[src/hdl/knn_pkg.sv]
// shared types and constants of the hamming knn classifier
package knn_pkg;

	localparam int ATTR_WIDTH = 4;
	localparam int NUM_ATTRS  = 4;
	localparam int CODES_W    = ATTR_WIDTH * NUM_ATTRS;
	localparam int DIST_W     = 3;
	localparam int INDEX_W    = 10;
	localparam int COUNT_W    = 11;
	localparam int MASK_W     = 4;
	localparam int CFG_DATA_W = 11;

	// stream layouts
	localparam int S_TDATA_W = 32;
	localparam int M_TDATA_W = 16;
	localparam int M_USED_W  = 9;

	// queue between front and back
	localparam int QUEUE_DEPTH = 2;
	localparam int QPTR_W      = 1;
	localparam int QCNT_W      = 2;

	// request kinds carried in s_tuser
	localparam logic REQ_LOAD  = 1'b0;
	localparam logic REQ_QUERY = 1'b1;

	// configuration register indexes
	localparam logic REG_TRAIN_COUNT = 1'b0;
	localparam logic REG_ATTR_MASK   = 1'b1;

	localparam logic [MASK_W-1:0] ATTR_MASK_RESET = 4'hF;

	typedef struct packed {
		logic               is_query;
		logic [INDEX_W-1:0] index;
		logic [CODES_W-1:0] codes;
		logic               label;
	} cmd_t;

	typedef struct packed {
		logic               label;
		logic [CODES_W-1:0] codes;
	} rec_t;

endpackage

[src/hdl/knn_fifo.sv]
// short command queue between front and back
module knn_fifo (
	input  logic          clk,
	input  logic          arst_n,
	input  logic          push_valid,
	output logic          push_ready,
	input  knn_pkg::cmd_t push_cmd,
	output logic          pop_valid,
	input  logic          pop_ready,
	output knn_pkg::cmd_t pop_cmd
);
	import knn_pkg::*;

	cmd_t              slot_q [QUEUE_DEPTH];
	logic [QPTR_W-1:0] wr_ptr_q;
	logic [QPTR_W-1:0] rd_ptr_q;
	logic [QCNT_W-1:0] cnt_q;
	logic              do_push;
	logic              do_pop;

	assign push_ready = (cnt_q != QCNT_W'(QUEUE_DEPTH));
	assign pop_valid  = (cnt_q != '0);
	assign pop_cmd    = slot_q[rd_ptr_q];
	assign do_push    = push_valid && push_ready;
	assign do_pop     = pop_valid && pop_ready;

	always_ff @(posedge clk or negedge arst_n) begin
		if (!arst_n) begin
			wr_ptr_q <= '0;
			rd_ptr_q <= '0;
			cnt_q    <= '0;
		end else begin
			if (do_push) begin
				wr_ptr_q <= wr_ptr_q + 1'b1;
			end
			if (do_pop) begin
				rd_ptr_q <= rd_ptr_q + 1'b1;
			end
			if (do_push && !do_pop) begin
				cnt_q <= cnt_q + 1'b1;
			end else if (do_pop && !do_push) begin
				cnt_q <= cnt_q - 1'b1;
			end
		end
	end

	always_ff @(posedge clk) begin
		if (do_push) begin
			slot_q[wr_ptr_q] <= push_cmd;
		end
	end

endmodule

[config.mk]
export PLATFORM = sky130hd
export DESIGN_NAME = knn_fifo
export DESIGN_NICKNAME = d
export VERILOG_FILES = /design/src/hdl/knn_pkg.sv /design/src/hdl/knn_fifo.sv
export SDC_FILE = /design/constraint.sdc
export NUM_CORES = 1
export LEC_CHECK = 0
export BUFFER_PORTS_ARGS = -buffer_cell sky130_fd_sc_hd__buf_2
export CORE_MARGIN = 2
export CORE_UTILIZATION = 50
export CTS_BUF_LIST = sky130_fd_sc_hd__clkbuf_4
export DETAILED_ROUTE_END_ITERATION = 8
export GPL_TIMING_DRIVEN = 0
export PLACE_DENSITY = 0.77
export SETUP_SLACK_MARGIN = 0.1
export SLEW_MARGIN = 20
export SYNTH_ARGS = -nofsm -noshare
export SYNTH_HDL_FRONTEND = slang
export SYNTH_SLANG_ARGS = --single-unit
[constraint.sdc]
create_clock -name clk -period 5.5 [get_ports clk]
set_clock_uncertainty 0.1 [all_clocks]
set_input_delay 1.65 -clock clk [delete_from_list [all_inputs] [get_ports clk]]
set_output_delay 1.65 -clock clk [all_outputs]
set_load 0.05 [all_outputs]
==> qor.yml <==
slew_headroom_pct: 55.6
critPathCaptureType: "output port"
synth_area_um2: 2260
holdPathEnd: "cnt_q[1]"
cts_hold_buf: 0
cts_tree: "built"
r2r_cells: 2
antenna_found_initial: 0
vias: 1154
synth_cell_types: 16
hold_depth: 1
period_minus_slack_ps: 3350
clock_path_buffers: 2
die_h_um: 71.3
cts_buffers: 9
yosysSeqAreaShare_pct: 78.8
clkTransAtPathRegs_ps: 90
critPathMaxStageDelay_ps: 370
cts-htree-levels: 3
ys_ff_latch: 60
setup-violations-final: 0
wl_per_cell_um: 15.1
die_w_um: 71.3
cp.arrival_ps: 1600
fin_tns_setup_ps: 0
coreArea_um2: 4350
cts_setup_buffers: 0
dp_hpwl_um: 2480
grt_pass1_vias: 1253
cp_cell_sequence: "buf_6 > buf_8 > mux2_4 > buf_2"
finalNetCount: 211
synth_fp_nets: 138
rsz0062_at_grt: "no"
syn_to_final_growth_pct: 25.8
layout.cells.non_filler: 235
die_area_um2: 5080
holdWs_ps: 398
worst_pin_slew_ps: 666
finalCritPeriodShare_pct: 60.9
cts_resized: 0
fp-row-count: 24
min-delay-start: "cnt_q[1]"
vias_per_cell: 4.91
grt_pass1_wl_um: 5530
yosys_warnings: 0
status: "finished, final reports clean"
cts.root.buffer_cell: "clkbuf_4"
drtIter0Drc: 55
start_kind: "flop"
antenna_cells: 0
wl_met1_um: 1340
postSynthCellCount: 105
cts.sinks: 60
clk_latency_ps: 390
cp_slowest_cell: "dfrtp_1"
portBuffers: 61
n_fill_cell: 310
num_io_pins: 62
grt_max_degree: 29
cp.required_ps: 3750
reg2reg_from: "cnt_q[0]"
wl_met2_um: 1900
hold_path.class: "flop to flop"
powerDensity_nw_per_um2: 647
grt_use_total_pct: 15.3
synth.avg_cell_area_um2: 21.5
maxSlewViolCount: 0
drt_first_pass_iters: 4
totalWireLength_um: 3550
route.met3.wl_um: 255
irDropWorstVdd_mv: 0.472
fmax_mhz: 299
drive_above_1_share_pct: 59.6
hold_violations: 0
ant_nets: 0
r2r_slack_ps: 3800
multi_input_area_um2: 452
top_layer_used: "met4"
p_leak_nw: 1.13
critical_path_class: "flop to output port"
regArea_um2: 1780
place_inst: 219
gp_congestion: 0.710
path_max_fanout: 10
drc: 0
overflow: 0
initial_utilization_pct: 52.0
rr_endpoint: "slot_q[1][5]"
maxCapViolCount: 0
## power breakdown
part / leakage [nW] / switching, mW / total (mW) / internal [mW]
logic: 0.472 / 0.544 / 0.799 / 0.254
registers: 0.567 / 0.0352 / 0.662 / 0.627
clock network: 0.0955 / 0.148 / 0.380 / 0.232
## cell usage in the layout (no fill, tap or decap), drive strengths merged
master	synthesis	routed
buf	3	65
edfxtp	56	56
mux2	28	28
clkbuf	0	10
dfrtp	4	4
xnor2	3	3
bufinv	0	3
clkinv	0	3
nand2	2	2
xor2	2	2
nor2	2	2
nand2b	1	1
inv	1	1
or2	1	1
and3	1	1
ha	1	1
## state kept, by name, summed over array words and instances, names as in the netlist
signal / count
rd_ptr_q: 1
wr_ptr_q: 1
cnt_q: 2
slot_q: 56
## how the worst max path moves through the flow
stage                           from            end  slack, ps  cells after the start
after floorplan           push_valid   slot_q[0][0]       2030                      2
after global placement    push_valid  slot_q[0][11]       1390                      3
after detailed placement    rd_ptr_q    pop_cmd[26]       2560                      4
after CTS                   rd_ptr_q    pop_cmd[26]       2110                      4
after global routing        rd_ptr_q    pop_cmd[16]       2070                      4
final                       rd_ptr_q    pop_cmd[22]       2150                      4
## logic make-up after synthesis
kind of cell	count (synthesis)	synth area share (%)
flops	60	78.8
mux	28	15.6
simple gates	7	1.49
xor+xnor	5	1.94
buf+inv	4	1.66
fa+ha+maj	1	0.553
## synth_stat cells
cell type | number | area (um^2)
edfxtp_1 | 56 | 1680
mux2_2 | 18 | 203
mux2_4 | 10 | 150
dfrtp_1 | 4 | 100
xnor2_1 | 3 | 26.3
nand2_1 | 2 | 7.51
nor2_1 | 2 | 7.51
xor2_1 | 2 | 17.5
and3_1 | 1 | 6.26
buf_4 | 1 | 7.51
buf_6 | 1 | 11.3
buf_8 | 1 | 15.0
ha_1 | 1 | 12.5
inv_1 | 1 | 3.75
nand2b_1 | 1 | 6.26
or2_1 | 1 | 6.26
## stage by stage
step | power, mW | setup WS (ps) | cell area (um^2) | utilization, %
6_report | 1.84 | 2150 | 2850 | 65.4
5_1_grt | 1.92 | 2070 | 2850 | 65.4
4_1_cts | 1.86 | 2110 | 2850 | 65.4
3_5_place_dp | 1.48 | 2560 | 2670 | 61.3
3_3_place_gp | 1.45 | 1390 | 2630 | 60.5
2_1_floorplan | 1.31 | 2030 | 2260 | -
## critical path, delay by kind of cell (launching register included)
kind / cells / cell delay, ps
flops: 1 / 370
mux: 1 / 300
buf+inv: 3 / 540
## area by class of cell
type | instances | area share, %
clock buffer | 10 | 2.64
sequential | 60 | 62.6
buffer | 3 | 1.19
tap | 52 | 2.29
multi-input combinational | 41 | 15.9
inverter | 1 | 0.132
timing repair buffer | 62 | 11.7
clock inverter | 6 | 3.60
## layer usage
metal  vias to the layer above  GRT usage [%]
met2                        44           26.7
li1                        551              -
met3                         9           5.20
met4                         0           11.5
met5                         -              0
met1                       550           14.6
Note: power is estimated with default switching activity, not from simulation.
