--- config.mk ---
export PLATFORM = sky130hd
export DESIGN_NAME = knn_front
export DESIGN_NICKNAME = d
export VERILOG_FILES = /design/src/hdl/knn_pkg.sv /design/src/hdl/knn_front.sv
export SDC_FILE = /design/constraint.sdc
export NUM_CORES = 1
export LEC_CHECK = 0
export ABC_AREA = 1
export BUFFER_PORTS_ARGS = -buffer_cell sky130_fd_sc_hd__clkbuf_2
export CAP_MARGIN = 20
export CORE_AREA = 3 3 53 55
export DETAILED_ROUTE_END_ITERATION = 10
export DIE_AREA = 0 0 56 58
export PLACE_DENSITY = 0.74
export SLEW_MARGIN = 20
export SYNTH_ARGS = -nofsm -noshare
export SYNTH_HDL_FRONTEND = slang
export SYNTH_SLANG_ARGS = --single-unit
--- constraint.sdc ---
create_clock -name clk -period 5.3 [get_ports clk]
set_input_delay 1.06 -clock clk [delete_from_list [all_inputs] [get_ports clk]]
set_output_delay 1.06 -clock clk [all_outputs]
set_load 0.02 [all_outputs]
--- src/hdl/knn_pkg.sv ---
// shared types and constants of the hamming knn classifier
package knn_pkg;

	localparam int ATTR_WIDTH = 4;
	localparam int NUM_ATTRS  = 4;
	localparam int CODES_W    = ATTR_WIDTH * NUM_ATTRS;
	localparam int DIST_W     = 3;
	localparam int INDEX_W    = 10;
	localparam int COUNT_W    = 11;
	localparam int MASK_W     = 4;
	localparam int CFG_DATA_W = 11;

	// stream layouts
	localparam int S_TDATA_W = 32;
	localparam int M_TDATA_W = 16;
	localparam int M_USED_W  = 9;

	// queue between front and back
	localparam int QUEUE_DEPTH = 2;
	localparam int QPTR_W      = 1;
	localparam int QCNT_W      = 2;

	// request kinds carried in s_tuser
	localparam logic REQ_LOAD  = 1'b0;
	localparam logic REQ_QUERY = 1'b1;

	// configuration register indexes
	localparam logic REG_TRAIN_COUNT = 1'b0;
	localparam logic REG_ATTR_MASK   = 1'b1;

	localparam logic [MASK_W-1:0] ATTR_MASK_RESET = 4'hF;

	typedef struct packed {
		logic               is_query;
		logic [INDEX_W-1:0] index;
		logic [CODES_W-1:0] codes;
		logic               label;
	} cmd_t;

	typedef struct packed {
		logic               label;
		logic [CODES_W-1:0] codes;
	} rec_t;

endpackage

--- src/hdl/knn_front.sv ---
// front stage: takes request beats, decodes them, drops loads beyond the store
module knn_front #(
	parameter int TRAIN_DEPTH = 1024
) (
	input  logic                          clk,
	input  logic                          arst_n,
	input  logic                          s_tvalid,
	output logic                          s_tready,
	input  logic [knn_pkg::S_TDATA_W-1:0] s_tdata,
	input  logic                          s_tuser,
	output logic                          push_valid,
	input  logic                          push_ready,
	output knn_pkg::cmd_t                 push_cmd
);
	import knn_pkg::*;

	logic v_s1;
	logic keep_s1;
	cmd_t cmd_s1;
	cmd_t dec;
	logic dec_keep;

	always_comb begin
		dec.is_query = (s_tuser == REQ_QUERY);
		dec.index    = s_tdata[INDEX_W-1:0];
		dec.codes    = s_tdata[INDEX_W +: CODES_W];
		dec.label    = s_tdata[INDEX_W + CODES_W];
		// a load to a slot past the store is swallowed here
		dec_keep     = dec.is_query || (32'(dec.index) < TRAIN_DEPTH);
	end

	assign s_tready   = !v_s1 || !keep_s1 || push_ready;
	assign push_valid = v_s1 && keep_s1;
	assign push_cmd   = cmd_s1;

	always_ff @(posedge clk or negedge arst_n) begin
		if (!arst_n) begin
			v_s1    <= 1'b0;
			keep_s1 <= 1'b0;
		end else if (s_tready) begin
			v_s1    <= s_tvalid;
			keep_s1 <= dec_keep;
		end
	end

	always_ff @(posedge clk) begin
		if (s_tready && s_tvalid) begin
			cmd_s1 <= dec;
		end
	end

endmodule

==> summary.txt, run 1 <==
Layout
  – Share of layout cells above drive strength 1: 63.3%
  – Finished Core Util: 54.6%
  – Area grow syn2layout: 43.5%
  – Final Non-Filler Cells: 139
  – Antenna Cells: 0
  – Fillers: 217
  – Multi-input gate area: 26.3 um2
  – Reg area: 891 um2
  – Fin area: 1330 um2
  – Final #Nets: 145

Timing
  – Worst clock skew: 0.00188 ns
  – Final Worst Setup Slack: 2.81 ns
  – Hold Fails Final Rpt: 0
  – Tmin final: 2.49 ns
  – Fin crit share: 47.0%
  – RSZ-0062 raised after global routing: no
  – Final Max Tran Viols: 0
  – Setup violators final: 0
  – Hold_ws: 0.526 ns
  – Setup TNS: 0 ns
  – Fmax: 402 MHz

Place
  – DP Area: 1280 um2
  – Final Wtd Congestion: 0.705
  – Placed Instances: 131
  – Detailed Place HPWL: 1.50 mm
  – IO buf count: 61
  – Placement Setup Slack: 2.81 ns

Worst setup path
  – Data required, critical path: 4.24 ns
  – Data arrival, critical path: 1.43 ns
  – Crit end category: output port
  – CP startpoint kind: input pin
  – Crit Path Class: input pin to output port
  – Critical Path Fanout Max: 2

Logic synthesis
  – Main flop type after synthesis: edfxtp_1
  – Yosys top cell area share: 90.8%
  – Synth Area per Inst: 23.7 um2
  – Sequential cell area fraction in the yosys report: 96.2%
  – Top-count cell post-synth: edfxtp_1
  – Syn nets: 76
  – Number of synthesized flops with an enable pin: 28
  – Library cells used by synthesis: 7
  – Post-synth top cells: 28 x edfxtp_1, 3 x inv_1, 2 x dfrtp_1, 2 x nand2_1, 2 x nor2_1
  – Synth warnings: 0
  – Cells after Synth: 39
  – Flop and latch count out of synthesis: 30
  – Asr flop ratio synth: 6.67%
  – Synth Cell Area: 926 um2
  – Synth area leader: edfxtp_1
  – Largest cells by area after synthesis: edfxtp_1 91%, dfrtp_1 5.4%, inv_1 1.2%, nand2_1 0.81%, nor2_1 0.81%

Status
  – Status: completed

Clock tree
  – H-tree lvl count: 2
  – CTS tree: yes
  – Total clock sinks: 30
  – Clock root cell: clkbuf_4
  – CTS max path bufs: 2
  – Clock latency on the worst-skew pair: 0.30 ns
  – Clock-pin slew on the worst setup and hold paths: 0.08 ns
  – Post-CTS sizing: 0
  – TritonCTS buffer count: 5
  – Hold buffers post-CTS: 0
  – Setup Fix Bufs, Post-CTS: 0

Global routing
  – Number of antenna violations at the first check in global routing: 0
  – First-pass GRT wire length: 2.66 mm
  – Vias in the first global route: 567
  – Gr usage total: 12.0%
  – Largest net degree at the start of global routing: 29
  – Total gr overflow: 0

Worst hold path
  – HP Class: input pin to async pin

Route
  – Vias/cell: 4.18
  – DRT Wirelength: 1.81 mm
  – Wirelength per Cell: 13.0 um
  – DR iter-0 viols: 10
  – Routed vias: 581
  – DRC: 0
  – Drt pass-1 iters: 3
  – Antenna-violating nets left: 0

Power
  – Power Density: 332 nW/um2
  – Maximum VDD drop: 202 uV
  – Pleak: 0.614 nW
  – Pwr Total: 0.442 mW

Floorplan
  – Initial Util: 38.1%
  – Num rows: 18
  – Io pins: 67
  – DIE AREA: 3250 um2
  – Core box area: 2430 um2
  – DIE WIDTH: 56 um
  – Die height: 58 um

Flow run
  – Max-cap viol count: 0
## worst max-delay path, stage by stage
cell and delay [ns]:
clkbuf_2 0.09, inv_1 0.04, nand3_1 0.07, clkbuf_2 0.16
## report_power, final
group          switching (mW)  internal (mW)
Clock                  0.0650         0.0497
Sequential            0.00374          0.275
Combinational          0.0308         0.0175
Total                  0.0995          0.342
## layout make-up
cell class / instances / share of cell area (%)
Sequential cell: 30 / 67.0
Tap cell: 30 / 2.82
Clock inverter: 2 / 0.659
Inverter: 3 / 0.847
Clock buffer: 6 / 3.11
Multi-Input combinational cell: 6 / 1.98
Timing Repair Buffer: 62 / 23.5
## layout by cell type, fill, tap and decap left out
cell,netlist,final
clkbuf_2,0,61
dfrtp_1,2,2
nor2_2,0,1
conb_1,1,1
edfxtp_1,28,28
clkinv_1,0,1
nor2_1,2,1
clkbuf_4,0,5
buf_4,0,1
clkinv_2,0,1
nand3_1,1,1
clkbuf_1,0,1
nand2_1,2,2
inv_1,3,3
## kinds of logic (layout without fill, tap and decap cells)
logic type,Yosys count,in the layout,synth area share (%)
buf+inv,3,73,1.22
other cells,1,1,0.405
flops,30,30,96.2
simple gates,5,5,2.16
## sequential cells by signal (all words and copies together), names as in the netlist
| signal | cells |
|---|---|
| push_cmd | 28 |
| keep_s1 | 1 |
| v_s1 | 1 |
## final timing paths
path                                         endpoint  slack [ns]  cells past startpoint           startpoint
worst max register to register  push_cmd[4]$_DFFE_PP_        4.06                      4     v_s1$_DFFE_PN0P_
min in group clk                     v_s1$_DFFE_PN0P_        0.54                      2  keep_s1$_DFFE_PN0P_
worst min-delay path                 v_s1$_DFFE_PN0P_        0.53                      1               arst_n
max in group asynchronous         keep_s1$_DFFE_PN0P_        4.68                      1               arst_n
worst min register to register       v_s1$_DFFE_PN0P_        0.54                      2  keep_s1$_DFFE_PN0P_
worst max-delay path                         s_tready        2.81                      4           push_ready
## routing by layer
layer / part of all wire [%] / up-vias / GRT usage (%)
li1: - / 281 / -
met1: 39 / 256 / 12.9
met2: 46 / 42 / 17.2
met3: 14 / 2 / 10.0
met4: 1.3 / 0 / 5.08
met5: 0 / - / 0
No activity file was read; power rests on OpenSTA's default activity.
==> run 2: changes to the inputs <==
--- a/config.mk
+++ b/config.mk
@@ -8,10 +8,10 @@
 export ABC_AREA = 1
 export BUFFER_PORTS_ARGS = -buffer_cell sky130_fd_sc_hd__clkbuf_2
 export CAP_MARGIN = 20
-export CORE_AREA = 3 3 53 55
+export CORE_AREA = 3 3 54 56
 export DETAILED_ROUTE_END_ITERATION = 10
-export DIE_AREA = 0 0 56 58
-export PLACE_DENSITY = 0.74
+export DIE_AREA = 0 0 57 59
+export PLACE_DENSITY = 0.72
 export SLEW_MARGIN = 20
 export SYNTH_ARGS = -nofsm -noshare
 export SYNTH_HDL_FRONTEND = slang
==> constraint.sdc (replaced) <==
create_clock -name clk -period 2.58 [get_ports clk]
set_input_delay 0.516 -clock clk [delete_from_list [all_inputs] [get_ports clk]]
set_output_delay 0.516 -clock clk [all_outputs]
set_load 0.02 [all_outputs]
==> run 2 against run 1 <==
Compared with the run above: flip-flop and latch count did not move; via count rose by 0.52%; critical path depth did not move.
==> summary.txt, run 2 (synthesis gave the netlist of run 1 again) <==
Route
  – Wirelength per Cell: 12.9 um
  – Routed vias: 584
  – Antenna-violating nets left: 0
  – DRC: 0
  – DRT Wirelength: 1.80 mm
  – Vias/cell: 4.20
  – DR iter-0 viols: 4
  – Drt pass-1 iters: 4

Worst setup path
  – Crit end category: register
  – Crit-path max cell delay: 0.41 ns
  – Data arrival, critical path: 1.59 ns
  – Critical Path Fanout Max: 18
  – CP startpoint kind: register
  – Crit Path Class: register to register
  – Worst-path cell chain: nand2_1 > nor2_1 > nor2_2 > buf_4
  – Data required, critical path: 2.59 ns
  – CP max-delay cell: nor2_2

Global routing
  – Number of antenna violations at the first check in global routing: 0
  – First-pass GRT wire length: 2.68 mm
  – Gr usage total: 11.6%
  – Vias in the first global route: 570
  – Total gr overflow: 0
  – Largest net degree at the start of global routing: 19

Floorplan
  – DIE AREA: 3360 um2
  – Initial Util: 37.4%
  – DIE WIDTH: 57 um
  – Die height: 59 um
  – Num rows: 18
  – Io pins: 67
  – Core box area: 2480 um2

Worst hold path
  – HP Class: input pin to register

Clock tree
  – TritonCTS buffer count: 5
  – H-tree lvl count: 2
  – Clock root cell: clkbuf_4
  – Post-CTS sizing: 0
  – Total clock sinks: 30
  – CTS tree: yes
  – Clock latency on the worst-skew pair: 0.31 ns
  – Hold buffers post-CTS: 1
  – CTS max path bufs: 2
  – Setup Fix Bufs, Post-CTS: 0
  – Clock-pin slew on the worst setup and hold paths: 0.09 ns

Timing
  – Relative slew slack: 64.5%
  – Tmin final: 1.58 ns
  – Fmax: 633 MHz
  – Worst Tran Pin Value: 0.532 ns
  – Final Max Tran Viols: 0
  – Setup TNS: 0 ns
  – Hold Fails Final Rpt: 0
  – RSZ-0062 raised after global routing: no
  – Setup violators final: 0
  – Worst clock skew: 0.00209 ns
  – Fin crit share: 61.3%
  – Hold_ws: 0.373 ns

Power
  – Sw Pwr: 0.214 mW
  – Pleak: 0.619 nW
  – P_int: 0.700 mW
  – Reg power frac: 62.6%
  – Logic gate share of total power: 10.9%
  – Sw Share: 23.4%
  – Clock power share: 26.4%
  – Power Density: 684 nW/um2
  – Maximum VDD drop: 430 uV

Layout
  – Area grow syn2layout: 44.3%
  – Finished Core Util: 53.9%
  – Fillers: 217
  – Most frequent cells in the layout: 61 x clkbuf_2, 28 x edfxtp_1, 5 x clkbuf_4
  – Max reg flops: 28
  – Final #Nets: 146
  – Antenna Cells: 0
  – Commonest non-fill, non-tap cell in the layout: clkbuf_2
  – Share of layout cells above drive strength 1: 64.2%

Status
  – Status: completed

Place
  – Final Wtd Congestion: 0.689
  – Detailed Place HPWL: 1.40 mm
  – IO buf count: 61

Flow run
  – Max-cap viol count: 0
## run 2: changes by cell type in the layout (fill, tap and decap cells not counted), sizes merged
| cell | before | now |
|---|---|---|
| clkbuf | 67 | 66 |
| dlygate4sd3 | 0 | 1 |
## run 2: worst max-delay path: cells and delay by family (launching register included)
family                 cells  cell delay (ns)
AND/OR/NAND/NOR            3             0.55
buffers and inverters      1             0.35
flip-flops                 1             0.38
## run 2: path summary, 6_finish.rpt
check                                     from                     end  slack, ns  cells after the start
setup / recovery              v_s1$_DFFE_PN0P_   push_cmd[0]$_DFFE_PP_        1.0                      4
hold / removal                     s_tdata[25]  push_cmd[16]$_DFFE_PP_       0.37                      1
setup reg to reg              v_s1$_DFFE_PN0P_   push_cmd[0]$_DFFE_PP_        1.0                      4
hold reg to reg            keep_s1$_DFFE_PN0P_        v_s1$_DFFE_PN0P_       0.54                      2
max in group asynchronous               arst_n     keep_s1$_DFFE_PN0P_       1.96                      2
min in group asynchronous               arst_n        v_s1$_DFFE_PN0P_       0.52                      2
## run 2: through the flow
step	std cells	setup slack (ns)	area, um2	power, mW
floorplan	39	0.415	926	0.632
global placement	131	0.840	1280	0.681
detailed placement	131	0.787	1280	0.684
CTS	139	0.956	1340	0.934
global route	139	0.866	1340	0.966
finish	139	1.00	1340	0.914
## run 2: power groups by stage
stage | clock (mW) | combinational (mW) | sequential [mW]
6_report | 0.242 | 0.0998 | 0.572
4_1_cts | 0.259 | 0.102 | 0.573
2_1_floorplan | 0 | 0.0133 | 0.618
5_1_grt | 0.284 | 0.107 | 0.575
3_3_place_gp | 0 | 0.0982 | 0.583
3_5_place_dp | 0 | 0.101 | 0.584
## run 2: layout make-up
class                   instances  area (um2)  area share (%)
clock inverters                 2        10.0           0.749
flip-flops and latches         30         891            66.7
inverters                       3        11.3           0.843
multi-input cells               6        26.3            1.97
clock buffers                   5        37.5            2.81
repair buffers                 63         323            24.2
well taps                      30        37.5            2.81
## run 2: per-layer routing
metal | up-vias | wire [um] | global-route usage [%]
met4 | 0 | 34 | 7.95
met5 | - | 0 | 0
met3 | 4 | 300 | 7.63
met1 | 257 | 598 | 10.7
li1 | 280 | - | -
met2 | 43 | 863 | 18.4
==> run 3: changes to the inputs <==
--- a/config.mk
+++ b/config.mk
@@ -5,13 +5,13 @@
 export SDC_FILE = /design/constraint.sdc
 export NUM_CORES = 1
 export LEC_CHECK = 0
-export ABC_AREA = 1
+export ABC_AREA = 0
 export BUFFER_PORTS_ARGS = -buffer_cell sky130_fd_sc_hd__clkbuf_2
 export CAP_MARGIN = 20
-export CORE_AREA = 3 3 54 56
+export CORE_AREA = 3 3 56 58
 export DETAILED_ROUTE_END_ITERATION = 10
-export DIE_AREA = 0 0 57 59
-export PLACE_DENSITY = 0.72
+export DIE_AREA = 0 0 59 61
+export PLACE_DENSITY = 0.7
 export SLEW_MARGIN = 20
 export SYNTH_ARGS = -nofsm -noshare
 export SYNTH_HDL_FRONTEND = slang
==> constraint.sdc (replaced) <==
create_clock -name clk -period 1.3 [get_ports clk]
set_input_delay 0.26 -clock clk [delete_from_list [all_inputs] [get_ports clk]]
set_output_delay 0.26 -clock clk [all_outputs]
set_load 0.02 [all_outputs]
==> run 3 against run 2 <==
Compared with the run above: first-iteration DRC count grew 50%; worst hold slack lost 0.26 ns; sequential share of layout area decreased by 1.6 points; synthesized cell count fell by 10%; global-route usage is 0.12 points higher.
==> summary.txt, run 3 <==
Status
  – Status: completed

Worst setup path
  – Critical Path Stages: 2
  – Critical path's top delay family: flip-flops
  – CP startpoint kind: register
  – Crit-path max cell delay: 0.42 ns
  – Crit Path Class: register to output port
  – Critical Path Fanout Max: 2
  – Worst r2r path cells: 2
  – Bufs and invs on worst path: 1
  – Worst R2R Start: v_s1$_DFFE_PN0P_
  – RR Endpoint: push_cmd[7]$_DFFE_PP_
  – CP max-delay cell: dfrtp_1
  – Reg-to-reg slack, setup: 0.05 ns
  – Data arrival, critical path: 1.04 ns
  – Data required, critical path: 1.04 ns
  – Crit end category: output port
  – Worst-path cell chain: and2_4 > buf_8

Route
  – Vias/cell: 4.25
  – Routed vias: 578
  – DR iter-0 viols: 6
  – Wirelength per Cell: 13.0 um
  – Antenna-violating nets left: 0
  – DRC: 0
  – Drt pass-1 iters: 4
  – DRT Wirelength: 1.77 mm

Power
  – P_int: 1.47 mW
  – Sw Pwr: 0.433 mW
  – Sw Share: 22.8%
  – Pleak: 0.622 nW
  – Reg power frac: 60.0%
  – Power Density: 1390 nW/um2
  – Clock power share: 29.2%
  – Logic gate share of total power: 10.8%
  – Maximum VDD drop: 1030 uV
  – Pwr Total: 1.90 mW

Global routing
  – Vias in the first global route: 622
  – Total gr overflow: 0
  – Largest net degree at the start of global routing: 29
  – First-pass GRT wire length: 2.77 mm
  – Number of antenna violations at the first check in global routing: 0
  – Gr usage total: 11.7%

Timing
  – Fin crit share: 99.6%
  – Worst clock skew: 0.00457 ns
  – RSZ-0062 raised after global routing: yes
  – Hold Fails Final Rpt: 0
  – Fmax: 772 MHz
  – Hold_ws: 0.109 ns
  – Final Max Tran Viols: 0
  – Tmin final: 1.30 ns
  – Setup violators final: 0

Logic synthesis
  – Yosys top cell area share: 89.7%
  – Synth Cell Area: 937 um2
  – Sequential cell area fraction in the yosys report: 95.1%
  – Synth Area per Inst: 26.8 um2
  – Main flop type after synthesis: edfxtp_1
  – Cells after Synth: 35
  – Top-count cell post-synth: edfxtp_1
  – Synth area leader: edfxtp_1
  – Asr flop ratio synth: 6.67%
  – Largest cells by area after synthesis: edfxtp_1 90%, dfrtp_1 5.3%, nand3b_4 2.1%, and2_4 0.93%, and2_2 0.80%
  – Library cells used by synthesis: 7
  – Post-synth top cells: 28 x edfxtp_1, 2 x dfrtp_1
  – Synth warnings: 0
  – Number of synthesized flops with an enable pin: 28
  – Flop and latch count out of synthesis: 30
  – Syn nets: 72

Layout
  – Max reg flops: 28
  – Antenna Cells: 0
  – Most frequent cells in the layout: 59 x clkbuf_2, 28 x edfxtp_1, 5 x clkbuf_4
  – Area grow syn2layout: 46.1%
  – Fin area: 1370 um2
  – Final #Nets: 141
  – Share of layout cells above drive strength 1: 67.6%
  – Commonest non-fill, non-tap cell in the layout: clkbuf_2

Clock tree
  – Clock root cell: clkbuf_4
  – CTS tree: yes
  – Clock latency on the worst-skew pair: 0.32 ns
  – CTS max path bufs: 2
  – H-tree lvl count: 2
  – Clock-pin slew on the worst setup and hold paths: 0.09 ns
  – TritonCTS buffer count: 5
  – Total clock sinks: 30
  – Setup Fix Bufs, Post-CTS: 0

Floorplan
  – Num rows: 19
  – Die height: 61 um
  – Io pins: 67
  – DIE AREA: 3600 um2
  – DIE WIDTH: 59 um
  – Core box area: 2710 um2
  – Initial Util: 34.6%

Worst hold path
  – Hold path startpoint: s_tdata[5]
  – HP Class: input pin to register
  – Hold Crit Depth: 1
  – Hold worst-path end: push_cmd[22]$_DFFE_PP_

Place
  – DP Area: 1280 um2
  – IO buf count: 61
  – Final Wtd Congestion: 0.627

Flow run
  – Max-cap viol count: 0
==> run 3: power by group through the flow <==
stage / combinational, mW / sequential, mW / clock [mW]
detailed placement: 0.198 / 1.16 / 0
floorplan: 0.0300 / 1.23 / 0
global route: 0.222 / 1.14 / 0.639
global placement: 0.196 / 1.16 / 0
CTS: 0.205 / 1.14 / 0.579
finish: 0.206 / 1.14 / 0.554
==> run 3: cells by family (layout without fill, tap and decap cells) <==
kind of cell	Yosys count	in the layout	share of synthesized area, %
and+or+nand+nor	4	4	4.54
DFF	30	30	95.1
other	1	1	0.400
buffers and inverters	0	70	0
==> run 3: final cells by class <==
type / count / area (um2)
clock inverter: 1 / 5.00
fill: 236 / 1340
tap: 31 / 38.8
clock buffer: 7 / 55.1
timing repair buffer: 62 / 332
multi-input combinational: 5 / 47.5
sequential: 30 / 891
==> run 3: worst max-delay path by stage <==
stage	startpoint	endpoint	slack, ns
2_1_floorplan	keep_s1$_DFFE_PN0P_	push_cmd[0]$_DFFE_PP_	0.14
3_3_place_gp	keep_s1$_DFFE_PN0P_	push_cmd[26]$_DFFE_PP_	0.11
3_5_place_dp	keep_s1$_DFFE_PN0P_	push_cmd[12]$_DFFE_PP_	0.06
5_1_grt	keep_s1$_DFFE_PN0P_	push_valid	-0.05
6_report	keep_s1$_DFFE_PN0P_	push_valid	0.005
4_1_cts	v_s1$_DFFE_PN0P_	push_valid	-0.03
==> run 3: per-layer routing <==
| metal | wire [um] | vias up | GRT usage, % |
|---|---|---|---|
| li1 | - | 272 | - |
| met1 | 586 | 254 | 11.6 |
| met2 | 820 | 50 | 16.6 |
| met3 | 350 | 2 | 10.9 |
| met4 | 15 | 0 | 5.83 |
| met5 | 0 | - | 0 |
==> run 3: timing repair <==
item,in CTS,in global routing
hold buffers,1,0
pin swaps,0,3
hold endpoints to repair,2,0
setup endpoints to repair,1,2
gates resized for setup,3,4
==> run 3: per-stage QoR <==
step	instances	util, %	TNS, ns	setup slack (ns)
floorplan	35	-	0	0.136
global placement	127	47.3	0	0.114
detailed placement	127	47.3	0	0.0592
CTS	136	50.2	-0.0319	-0.0319
global route	136	50.5	-0.0540	-0.0540
finish	136	50.5	0	0.00465
